--- config.mk ---
export PLATFORM = sky130hd
export DESIGN_NAME = rsmst_front
export DESIGN_NICKNAME = d
export VERILOG_FILES = /design/src/design/rsmst_pkg.sv /design/src/design/rsmst_front.sv
export SDC_FILE = /design/constraint.sdc
export NUM_CORES = 1
export LEC_CHECK = 0
export CAP_MARGIN = 40
export CORE_ASPECT_RATIO = 0.9
export CORE_UTILIZATION = 48
export DETAILED_ROUTE_END_ITERATION = 12
export DONT_BUFFER_PORTS = 1
export PLACE_DENSITY_LB_ADDON = 0.25
export SLEW_MARGIN = 20
export SYNTH_ARGS = -nofsm -noshare
export SYNTH_HDL_FRONTEND = slang
export SYNTH_SLANG_ARGS = --single-unit
--- constraint.sdc ---
create_clock -name clk -period 6 [get_ports clk]
set_input_delay 1.2 -clock clk [delete_from_list [all_inputs] [get_ports clk]]
set_output_delay 1.2 -clock clk [all_outputs]
set_load 0.02 [all_outputs]
--- src/design/rsmst_pkg.sv ---
// ----------------------------------------------------------------------------
// rsmst_pkg: shared types and codes for the range second-minimum core
// Opcodes, status codes and the command record passed from front to back.
// ----------------------------------------------------------------------------
package rsmst_pkg;

  localparam int unsigned OP_W    = 2;
  localparam int unsigned VAL_W   = 32;
  localparam int unsigned BOUND_W = 11;
  localparam int unsigned STAT_W  = 2;

  localparam logic [OP_W-1:0] OP_LOAD  = 2'd0;
  localparam logic [OP_W-1:0] OP_BUILD = 2'd1;
  localparam logic [OP_W-1:0] OP_QUERY = 2'd2;

  localparam logic [STAT_W-1:0] ST_OK    = 2'd0;
  localparam logic [STAT_W-1:0] ST_BUILT = 2'd1;
  localparam logic [STAT_W-1:0] ST_ERR   = 2'd2;

  // classified command handed to the back end
  typedef enum logic [1:0] {
    CMD_LOAD,
    CMD_BUILD,
    CMD_QUERY,
    CMD_ERROR
  } cmd_kind_t;

  typedef struct packed {
    cmd_kind_t                kind;
    logic signed [VAL_W-1:0]  value;
    logic [BOUND_W-1:0]       lo;   // 0-based, lo < hi for a query
    logic [BOUND_W-1:0]       hi;
  } cmd_t;

endpackage

--- src/design/rsmst_front.sv ---
// ----------------------------------------------------------------------------
// rsmst_front: input acceptance and classification
// Orders query bounds, tracks fill and build state, queues commands.
// ----------------------------------------------------------------------------
module rsmst_front #(
  parameter int unsigned CNT_W = 11,
  parameter int unsigned DEPTH = 1024
) (
  input  logic                         clk,
  input  logic                         rst_n,
  input  logic                         in_valid,
  output logic                         in_stall,
  input  logic [rsmst_pkg::OP_W-1:0]   in_opcode,
  input  logic signed [rsmst_pkg::VAL_W-1:0] in_load_value,
  input  logic [rsmst_pkg::BOUND_W-1:0] in_range_left,
  input  logic [rsmst_pkg::BOUND_W-1:0] in_range_right,
  output logic                         q_valid,
  output rsmst_pkg::cmd_t              q_cmd,
  input  logic                         q_take
);
  import rsmst_pkg::*;

  localparam int unsigned QD = 2;

  logic [CNT_W-1:0] count_r;
  logic             ready_r;
  cmd_t             qmem_r [QD];
  logic             wp_r, rp_r;
  logic [1:0]       fill_r;
  logic             push;
  cmd_t             cmd;
  logic [BOUND_W-1:0] lo, hi;
  logic             bad;

  assign in_stall = (fill_r == 2'(QD));
  wire accept = in_valid && !in_stall;

  // order bounds and classify
  always_comb begin
    lo  = (in_range_left > in_range_right) ? in_range_right : in_range_left;
    hi  = (in_range_left > in_range_right) ? in_range_left : in_range_right;
    bad = !ready_r || lo == '0 || {{(32-BOUND_W){1'b0}}, hi} > 32'(count_r) || lo == hi;
    cmd.value = in_load_value;
    cmd.lo    = lo - 1'b1;
    cmd.hi    = hi - 1'b1;
    cmd.kind  = CMD_ERROR;
    push      = 1'b0;
    unique case (in_opcode)
      OP_LOAD: begin
        cmd.kind = CMD_LOAD;
        push     = 32'(count_r) < DEPTH;
      end
      OP_BUILD: begin
        cmd.kind = CMD_BUILD;
        push     = 1'b1;
      end
      OP_QUERY: begin
        cmd.kind = bad ? CMD_ERROR : CMD_QUERY;
        push     = 1'b1;
      end
      default: push = 1'b0;
    endcase
    push = push && accept;
  end

  // track fill and build state
  always_ff @(posedge clk) begin
    if (!rst_n) begin
      count_r <= '0;
      ready_r <= 1'b0;
    end else if (accept) begin
      if (in_opcode == OP_LOAD && 32'(count_r) < DEPTH) begin
        count_r <= count_r + 1'b1;
        ready_r <= 1'b0;
      end else if (in_opcode == OP_BUILD) begin
        ready_r <= 1'b1;
      end
    end
  end

  // command queue
  always_ff @(posedge clk) begin
    if (!rst_n) begin
      wp_r   <= 1'b0;
      rp_r   <= 1'b0;
      fill_r <= '0;
    end else begin
      if (push) wp_r <= ~wp_r;
      if (q_take) rp_r <= ~rp_r;
      fill_r <= fill_r + {1'b0, push} - {1'b0, q_take};
    end
  end

  always_ff @(posedge clk) begin
    if (push) qmem_r[wp_r] <= cmd;
  end

  assign q_valid = (fill_r != '0);
  assign q_cmd   = qmem_r[rp_r];

`ifndef ASSERT_OFF
  a_no_overflow: assert property (@(posedge clk) disable iff (!rst_n)
    push |-> fill_r != 2'(QD)) else $error("queue overflow");
  a_no_underflow: assert property (@(posedge clk) disable iff (!rst_n)
    q_take |-> q_valid) else $error("queue underflow");
  a_count_bound: assert property (@(posedge clk) disable iff (!rst_n)
    32'(count_r) <= DEPTH) else $error("count beyond depth");
`endif
endmodule

# ---- Yosys cells after proc, flatten, opt, wreduce, memory -nomap -nowiden
# Memory sizes are Yosys's and may differ from the RTL's. A register that Yosys moved wholly into a read port is not among the register bits.
# Cells that the tools add are included.
dict set report op_classes {
  magnitude_cmp 3
  reduce_logical 15
  muxes 11
  eq_ne 4
  addsub 5
  bitwise_logic 2
}
# op n
set ops {}
lappend ops {{11-bit > comparator} 2}
lappend ops {{11-bit two-way mux} 2}
lappend ops {{11-bit by 1-bit subtractor with 11-bit output (second input constant)} 2}
lappend ops {{11-bit by 1-bit adder with 11-bit output (second input constant)} 1}
lappend ops {{11-bit equality test} 1}
lappend ops {{11-bit zero test} 1}
lappend ops {{11-bit less-than comparator (second input constant)} 1}
lappend ops {{1-bit two-way mux} 7}
lappend ops {{2-bit one-hot mux with 3 select lines} 1}
lappend ops {{2-bit equality test (second input constant)} 2}
lappend ops {{2-bit AND reduction} 2}
lappend ops {{2-bit nonzero test} 2}
lappend ops {{1-bit logical AND} 3}
lappend ops {{1-bit logical OR} 3}
lappend ops {{2-bit by 1-bit adder with 2-bit output} 1}
lappend ops {{2-bit by 1-bit equality test with 1-bit output (second input constant)} 1}
lappend ops {{1-bit zero test} 2}
lappend ops {{2-bit zero test} 1}
lappend ops {{1-bit inverter} 2}
lappend ops {{1-bit one-hot mux with 2 select lines} 1}
lappend ops {{2-bit OR reduction} 1}
lappend ops {{2-bit by 1-bit subtractor with 2-bit output} 1}
dict set report word_totals {
  memories 1
  register_bits 16
  ram_bits 112
}
# name depth width rd rd_clocked_by_memory_dff wr line_no
set memory_table {}
lappend memory_table {qmem_r 2 56 1 1 1 rsmst_front.sv:27} ;# cmd_t qmem_r [QD];

# ---- Depth between registers and ports, before layout
# Gate-level depths: netlist of run 1.
dict set report depth {
  ltp_word 8
  mapped_depth 18
  ltp_nobuf 16
}

# ---- Worst setup path after synthesis of run 1
# Ideal clock, no wire load.
dict set report synth_timing {
  path_kind {input port to flip-flop}
  startpoint {input port in_opcode[0] (netlist bit)}
  endpoint {memory qmem_r[0][0] (netlist bit) (enable)}
  t_arrival_ns 4.246
  cell_stages 7
  setup_slack_ns 1.282
  setup_time_ns 0.472
  n_path_buf 0
  cell_sequence {inv_1 ha_1 nor2b_1 nor2_1 nor2_1 nand3_1 nor2_1}
}
dict set report synth_via {
  elab_chain_len 6
  word_cells_on_any_way 8
}
# item line_no
set synth_rtl {}
lappend synth_rtl {{from (decl)} rsmst_front.sv:13} ;# input logic [rsmst_pkg::OP_W-1:0] in_opcode,
lappend synth_rtl {{2-bit by 1-bit equality test with 1-bit output or 2-bit equality test (tied branches)} rsmst_front.sv:48} ;# unique case (in_opcode)
lappend synth_rtl {{2-bit OR reduction (no source line)} --}
lappend synth_rtl {{1-bit one-hot mux with 2 select lines (*)} rsmst_front.sv:48}
lappend synth_rtl {{1-bit logical AND (*)} rsmst_front.sv:63} ;# push = push && accept;
lappend synth_rtl {{1-bit two-way mux (*)} rsmst_front.sv:95} ;# if (push) qmem_r[wp_r] <= cmd;
lappend synth_rtl {{1-bit two-way mux (not written as such) (*)} rsmst_front.sv:95}
lappend synth_rtl {{to (decl)} rsmst_front.sv:27}
# Mark *: on every way between the ends. The rest lies on a longest branch, timed or not.

==> impl_metrics.toml, run 1 <==
[worst_setup_path]
cp.arrival_ns = 4.70
worstReg2RegStart = "count_r[10]$_SDFFE_PN0P_"
critical_path.n_buffers_inverters = 2
most_repeated_library_cell_on_the_critical_path = "sky130_fd_sc_hd__o21ai_0"
worstSetupStartpointType = "primary input"
register_to_register_setup_slack_ns = 3.84
r2r_end = "qmem_r[0][21]$_DFFE_PP_"
worst_r2r_path_depth = 7
cp_slowest_cell = "sky130_fd_sc_hd__a21oi_4"
critPathTopFamily = "compound AO/OA/AOI/OAI gates"
critical_path.max_stage_delay_ns = 0.63
critical_path_class = "in2reg"
cp-endpoint = "qmem_r[0][54]$_DFFE_PP_"
end_kind = "flip-flop"
wp_data_required_ns = 6.14
crit_path_cell_trace = "inv_1 -> ha_1 -> nand4_1 -> a21oi_1 -> o21ai_0 -> a21oi_4 -> buf_4 -> o21ai_0 -> ha_1 -> a21oi_1 -> nor2b_1 -> o21ai_0 -> a21oi_1 -> o31a_1 -> o21ai_0 -> o211ai_1"
critical_path_depth = 16
critPathMaxFanout = 27
crit_path_start = "in_range_right[6]"

[synth]
synth_cells = 484
ys_top_cells_by_area = "sky130_fd_sc_hd__edfxtp_1, sky130_fd_sc_hd__mux2_2, sky130_fd_sc_hd__ha_1"
yosys_most_used_dff = "sky130_fd_sc_hd__edfxtp_1"
synth_area_per_cell_um2 = 13.0
postSynthRegisterBits = 129
syn-num-nets = 576
async_reset_ff_share_pct = 0
yosysTopAreaCell = "sky130_fd_sc_hd__edfxtp_1"
synth-edff-count = 112
count_of_yosys_warnings_during_synthesis = 0
seq_area_frac_synth_pct = 58.7
synth.cell_area_mm2 = 0.00631
synth.distinct_cells = 44
synth.top_cell.area_share_pct = 53.3

[cts]
cts.reportedPaths.clkPinSlew_ns = 0.05
cts_inserted_buffers = 17
clock_tree.htree_level_count = 4
holdBufCountCts = 0
clock_sink_count = 129
cts_root_buf = "sky130_fd_sc_hd__clkbuf_16"
cts_repair_resize_count = 0
post_cts_setup_buffer_count = 0
clk_path_buf_depth = 2
cts_tree = "yes"
clock_latency_ns = 0.41

[global_route]
initial_antenna_violation_count = 0
pin_count_of_the_biggest_net_entering_global_routing = 57
global_route.usage.total_pct = 19.7
grt_pass1_wl_mm = 19.5
via_count_of_the_first_global_routing_pass = 3566
global_route_overflow = 0

[sta]
timing.fmax_ghz = 0.219
fin_skew_ns = 0.00717
tightest_slew_ns = 0.760
period_share_pct = 76.0
finalSetupTns_ns = 0
timing.slew.headroom_pct = 49.0
setup_viol = 0
number_of_hold_slack_violations_in_the_final_timing_report = 0
rsz0062_at_grt = "no"
period_needed_ns = 4.56
final-max-slew-violation-count = 0
final_critical_path_setup_slack_ns = 1.44

[cells_and_area]
syn_to_final_growth_pct = 13.4
layout-drive-gt1-share_pct = 20.8
final-instance-count-excl-fill = 674
layout.nets = 589
cell_area_after_layout_mm2 = 0.00715
antenna-diode-count = 0
fillers = 1033

[route]
drt_first_pass_iters = 4
wire_per_inst_um = 19.1
post_drt_via_cell_ratio = 5.47
detailroute.via_count = 3688
initialDrtViolationCount = 227
antenna_left = 0
remaining_routing_drc_violations = 0
route.final.wire_length_mm = 12.9

[floorplanning]
initial_utilization_pct = 49.5
die_area_mm2 = 0.0136
num_io_pins = 118
chipHeight_um = 111
die_width_um = 123
total_core_area_mm2 = 0.0127
number_of_rows_in_the_core_area = 39

[place]
dpl.hpwl_mm = 9.38
gpl.final_weighted_congestion = 0.866
area_after_detailed_placement_mm2 = 0.00650
port_buffers = 0
detailedPlace.worstSlack_ns = 1.08
numPlacedInstances = 640

[power_and_ir_drop]
leakage_nw = 2.49
max-vdd-ir-drop_uv = 186
design_power_total_mw = 2.47
power.density_cell_area_mw_per_mm2 = 345

[status]
outcome = "complete, no violations"

[hold_path]
holdCritPathClass = "reg2reg"

[run]
cap_violations = 0
how the worst min path moves through the flow:
| stage | startpoint | end | slack, ns | depth (start not counted) |
|---|---|---|---|---|
| after floorplan | ready_r$_SDFFE_PN0P_ | ready_r$_SDFFE_PN0P_ | 0.45 | 2 |
| after global placement | count_r[4]$_SDFFE_PN0P_ | count_r[4]$_SDFFE_PN0P_ | 0.49 | 2 |
| after detailed placement | count_r[9]$_SDFFE_PN0P_ | count_r[10]$_SDFFE_PN0P_ | 0.51 | 2 |
| after CTS | count_r[9]$_SDFFE_PN0P_ | count_r[10]$_SDFFE_PN0P_ | 0.51 | 2 |
| after global routing | count_r[9]$_SDFFE_PN0P_ | count_r[10]$_SDFFE_PN0P_ | 0.54 | 2 |
| final | count_r[9]$_SDFFE_PN0P_ | count_r[10]$_SDFFE_PN0P_ | 0.51 | 2 |
cell type report:
type | instances | area [um2] | area share, %
Sequential cell | 129 | 3700 | 51.8
Multi-Input combinational cell | 313 | 2450 | 34.3
Clock buffer | 22 | 484 | 6.77
Tap cell | 164 | 205 | 2.87
Clock inverter | 10 | 123 | 1.71
Inverter | 30 | 113 | 1.57
Timing Repair Buffer | 6 | 70.1 | 0.980
cell families (layout without fill, tap and decap cells):
| group | after synthesis | in the layout | synth area share, % |
|---|---|---|---|
| adder cells (fa/ha/maj) | 32 | 32 | 6.35 |
| AO/OA/AOI/OAI | 58 | 58 | 6.11 |
| multiplexers | 68 | 68 | 11.9 |
| buffers and inverters | 42 | 68 | 2.82 |
| flip-flops | 129 | 129 | 58.7 |
| AND/OR/NAND/NOR | 121 | 121 | 9.36 |
| XOR/XNOR | 34 | 34 | 4.72 |
flip-flops by register name, indices dropped and copies added (netlist names), named ones only:
| register | count |
|---|---|
| count_r | 11 |
| fill_r | 2 |
| qmem_r | 112 |
| ready_r | 1 |
| rp_r | 1 |
| wp_r | 1 |
layer usage:
| metal | part of all wire, % | track usage [%] | vias to the layer above |
|---|---|---|---|
| met5 | 0 | 0 | - |
| met4 | 1.2 | 7.56 | 0 |
| met3 | 9.4 | 7.72 | 12 |
| met2 | 47 | 29.9 | 124 |
| met1 | 43 | 25.0 | 1757 |
| li1 | - | - | 1795 |
through the flow:
stage	hold slack (ns)	util (%)
floorplan	0.451	-
finish	0.510	56.2
detailed placement	0.505	51.1
CTS	0.514	55.8
global placement	0.495	51.1
global route	0.537	56.2
worst register-to-register path: stages, from the launching register on:
cell and delay, ns:
sky130_fd_sc_hd__dfxtp_1 0.31, sky130_fd_sc_hd__nor2b_1 0.19, sky130_fd_sc_hd__nor2_1 0.07, sky130_fd_sc_hd__nor2_1 0.13
sky130_fd_sc_hd__nand3_1 0.25, sky130_fd_sc_hd__nor2_4 0.22, sky130_fd_sc_hd__buf_12 0.21, sky130_fd_sc_hd__buf_4 0.42
cell usage in the layout (no fill, tap or decap), types with 3 or more instances in the layout:
| master | Yosys | final |
|---|---|---|
| sky130_fd_sc_hd__inv_6 | 0 | 3 |
| sky130_fd_sc_hd__ha_1 | 32 | 32 |
| sky130_fd_sc_hd__o21ai_0 | 25 | 25 |
| sky130_fd_sc_hd__dfxtp_1 | 17 | 16 |
| sky130_fd_sc_hd__xnor2_1 | 25 | 25 |
| sky130_fd_sc_hd__xor2_1 | 9 | 9 |
| sky130_fd_sc_hd__nand4_1 | 7 | 7 |
| sky130_fd_sc_hd__nor3_1 | 15 | 15 |
| sky130_fd_sc_hd__clkbuf_8 | 0 | 4 |
| sky130_fd_sc_hd__buf_4 | 3 | 4 |
| sky130_fd_sc_hd__nand3_1 | 11 | 11 |
| sky130_fd_sc_hd__or2_2 | 3 | 3 |
| sky130_fd_sc_hd__clkbuf_16 | 0 | 17 |
| sky130_fd_sc_hd__inv_1 | 30 | 30 |
| sky130_fd_sc_hd__a21oi_1 | 9 | 8 |
| sky130_fd_sc_hd__nor2_1 | 25 | 23 |
| sky130_fd_sc_hd__edfxtp_1 | 112 | 112 |
| sky130_fd_sc_hd__or3_1 | 5 | 5 |
| sky130_fd_sc_hd__mux2_2 | 57 | 57 |
| sky130_fd_sc_hd__nor2b_1 | 4 | 4 |
| sky130_fd_sc_hd__nand2_1 | 31 | 31 |
| sky130_fd_sc_hd__mux2i_1 | 11 | 11 |
| sky130_fd_sc_hd__o21a_1 | 3 | 3 |
| sky130_fd_sc_hd__nand3b_1 | 3 | 3 |
| sky130_fd_sc_hd__clkinvlp_4 | 0 | 3 |
| sky130_fd_sc_hd__and2_1 | 12 | 12 |
cell usage after synthesis, types with 4 or more instances:
cell,n
sky130_fd_sc_hd__o21ai_0,25
sky130_fd_sc_hd__xnor2_1,25
sky130_fd_sc_hd__a21oi_1,9
sky130_fd_sc_hd__clkbuf_1,7
sky130_fd_sc_hd__nand3_1,11
sky130_fd_sc_hd__mux2i_1,11
sky130_fd_sc_hd__nand2_1,31
sky130_fd_sc_hd__nor2_1,25
sky130_fd_sc_hd__nor2b_1,4
sky130_fd_sc_hd__inv_1,30
sky130_fd_sc_hd__ha_1,32
sky130_fd_sc_hd__and2_1,12
sky130_fd_sc_hd__nand4_1,7
sky130_fd_sc_hd__xor2_1,9
sky130_fd_sc_hd__edfxtp_1,112
sky130_fd_sc_hd__nor3_1,15
sky130_fd_sc_hd__mux2_2,57
sky130_fd_sc_hd__dfxtp_1,17
sky130_fd_sc_hd__or3_1,5
power by group:
part           leakage [nW]  internal (mW)  switching [mW]
combinational          1.04          0.126           0.239
sequential             1.16           1.05          0.0148
clock                 0.290          0.659           0.375
total                  2.49           1.84           0.629
Power figures use the tool's default switching activity.
==> run 2: changes to the inputs <==
==> constraint.sdc (replaced) <==
create_clock -name clk -period 3.8 [get_ports clk]
set_input_delay 0.76 -clock clk [delete_from_list [all_inputs] [get_ports clk]]
set_output_delay 0.76 -clock clk [all_outputs]
set_load 0.02 [all_outputs]
==> run 2 against run 1 <==
  * Power up 62%
  * Core utilization grew 1.9 points
  * Setup slack worse by 1.2 ns
  * Critical path depth up 2
  * Final area increased by 3.4%
  * Non-clock buffer count grew 34
  * Routed wire length increased by 3.8%
  * Via count increased by 3.5%
  * Cell count grew 5.0%
  * Combinational power is 68% higher
  * Count of clock-buffer cells in the layout shrank 3
  * Critical endpoint unchanged
==> impl_metrics.toml, run 2 (synthesis gave the netlist of run 1 again) <==
[power_and_ir_drop]
power.density_cell_area_mw_per_mm2 = 539
max-vdd-ir-drop_uv = 423
leakage_nw = 2.65

[route]
remaining_routing_drc_violations = 0
detailroute.via_count = 3818
initialDrtViolationCount = 204
route.final.wire_length_mm = 13.4
post_drt_via_cell_ratio = 5.39
wire_per_inst_um = 18.9
antenna_left = 0
drt_first_pass_iters = 4

[sta]
setup_viol = 0
final_critical_path_setup_slack_ns = 0.231
final-max-slew-violation-count = 0
fin_skew_ns = 0.0161
finalSetupTns_ns = 0
rsz0062_at_grt = "no"
tightest_slew_ns = 0.778
number_of_hold_slack_violations_in_the_final_timing_report = 0
final_hold_slack_ns = 0.451
timing.fmax_ghz = 0.280
period_needed_ns = 3.57
timing.slew.headroom_pct = 48.1
period_share_pct = 93.9

[global_route]
pin_count_of_the_biggest_net_entering_global_routing = 57
global_route.usage.total_pct = 20.3
global_route_overflow = 0
via_count_of_the_first_global_routing_pass = 3884
grt_pass1_wl_mm = 20.5
initial_antenna_violation_count = 0

[worst_setup_path]
wp_data_required_ns = 3.94
cp.arrival_ns = 3.70
end_kind = "flip-flop"
worstSetupStartpointType = "primary input"
crit_path_cell_trace = "inv_1 -> ha_1 -> nand4_1 -> a21oi_2 -> o21ai_0 -> buf_4 -> a21oi_4 -> buf_4 -> buf_4 -> mux2i_1 -> ha_1 -> nor2b_1 -> o21a_1 -> o21ai_0 -> a21oi_1 -> o31a_1 -> o21ai_0 -> o211ai_1"
critical_path_class = "in2reg"
critical_path.max_stage_delay_ns = 0.29
critPathMaxFanout = 10
cp_slowest_cell = "sky130_fd_sc_hd__ha_1"

[cells_and_area]
fillers = 1042
final_cell_mix = "sky130_fd_sc_hd__edfxtp_1, sky130_fd_sc_hd__mux2_2, sky130_fd_sc_hd__buf_4"
syn_to_final_growth_pct = 17.3
antenna-diode-count = 0
final-instance-count-excl-fill = 708
layout.nets = 623
multiInputGateArea_mm2 = 0.00246
regMostFlops = "qmem_r"
layout-drive-gt1-share_pct = 25.6
final_common_cell = "sky130_fd_sc_hd__edfxtp_1"
biggestRegsByFlops = "qmem_r: 112 flops, count_r: 11 flops, fill_r: 2 flops"
ff_latch_area_mm2 = 0.00370
cell_area_after_layout_mm2 = 0.00740
largest_reg_flops = 112

[place]
area_after_detailed_placement_mm2 = 0.00678
numPlacedInstances = 676
detailedPlace.worstSlack_ns = -0.104
gpl.final_weighted_congestion = 0.975
port_buffers = 0
dpl.hpwl_mm = 9.86

[cts]
clock_tree.htree_level_count = 4
holdBufCountCts = 0
cts_inserted_buffers = 17
cts.reportedPaths.clkPinSlew_ns = 0.06
cts_tree = "yes"
post_cts_setup_buffer_count = 0
clock_latency_ns = 0.41
clk_path_buf_depth = 2
cts_repair_resize_count = 0
cts_root_buf = "sky130_fd_sc_hd__clkbuf_16"
clock_sink_count = 129

[floorplanning]
num_io_pins = 118
die_area_mm2 = 0.0136
number_of_rows_in_the_core_area = 39
chipHeight_um = 111
total_core_area_mm2 = 0.0127
die_width_um = 123
initial_utilization_pct = 49.5

[hold_path]
holdCritPathClass = "in2reg"

[status]
outcome = "complete, no violations"

[run]
cap_violations = 0
-- run 2: cell count changes in the layout (fill, tap and decap cells not counted), moves of 2 or more --
cell / previous run / this run
sky130_fd_sc_hd__bufinv_16: 2 / 4
sky130_fd_sc_hd__buf_12: 2 / 0
sky130_fd_sc_hd__buf_4: 4 / 40
sky130_fd_sc_hd__clkbuf_8: 4 / 0
-- run 2: final cells by class --
| cell class | instances | area share (%) |
|---|---|---|
| clock buffers | 19 | 5.85 |
| clock inverters | 13 | 2.49 |
| inverters | 30 | 1.52 |
| multi-input cells | 313 | 33.2 |
| flip-flops and latches | 129 | 50.1 |
| well taps | 164 | 2.77 |
| repair buffers | 40 | 4.06 |
-- run 2: report_power, final --
group / internal (mW) / leakage (nW) / switching (mW)
combinational: 0.236 / 1.19 / 0.379
clock: 1.10 / 0.295 / 0.581
sequential: 1.66 / 1.16 / 0.0297
-- run 2: per-layer routing --
layer / up-vias / wire (um) / track usage, %
li1: 1867 / - / -
met1: 1818 / 5920 / 25.7
met2: 118 / 6180 / 31.8
met3: 15 / 1090 / 7.00
met4: 0 / 203 / 7.72
met5: - / 0 / 0
-- run 2: through the flow --
| stage | utilization (%) | power (mW) |
|---|---|---|
| 2_1_floorplan | - | 2.17 |
| 3_3_place_gp | 53.2 | 2.32 |
| 3_5_place_dp | 53.2 | 2.34 |
| 4_1_cts | 58.1 | 4.03 |
| 5_1_grt | 58.1 | 4.14 |
| 6_report | 58.1 | 3.99 |
-- run 2: final timing paths --
path                                  from                        to  slack (ns)  cells past startpoint
setup / recovery         in_range_right[6]   qmem_r[0][54]$_DFFE_PP_        0.23                     18
hold / removal           in_load_value[29]   qmem_r[1][51]$_DFFE_PP_        0.45                      0
setup reg to reg   count_r[1]$_SDFFE_PN0P_   qmem_r[0][54]$_DFFE_PP_        1.67                      9
hold reg to reg   count_r[10]$_SDFFE_PN0P_  count_r[10]$_SDFFE_PN0P_        0.52                      2
-- run 2: critical path, delay by kind of cell --
family,cells,cell delay [ns]
AO/OA/AOI/OAI,9,1.52
AND/OR/NAND/NOR,2,0.25
adder cells (fa/ha/maj),2,0.47
multiplexers,1,0.23
buffers and inverters,4,0.48
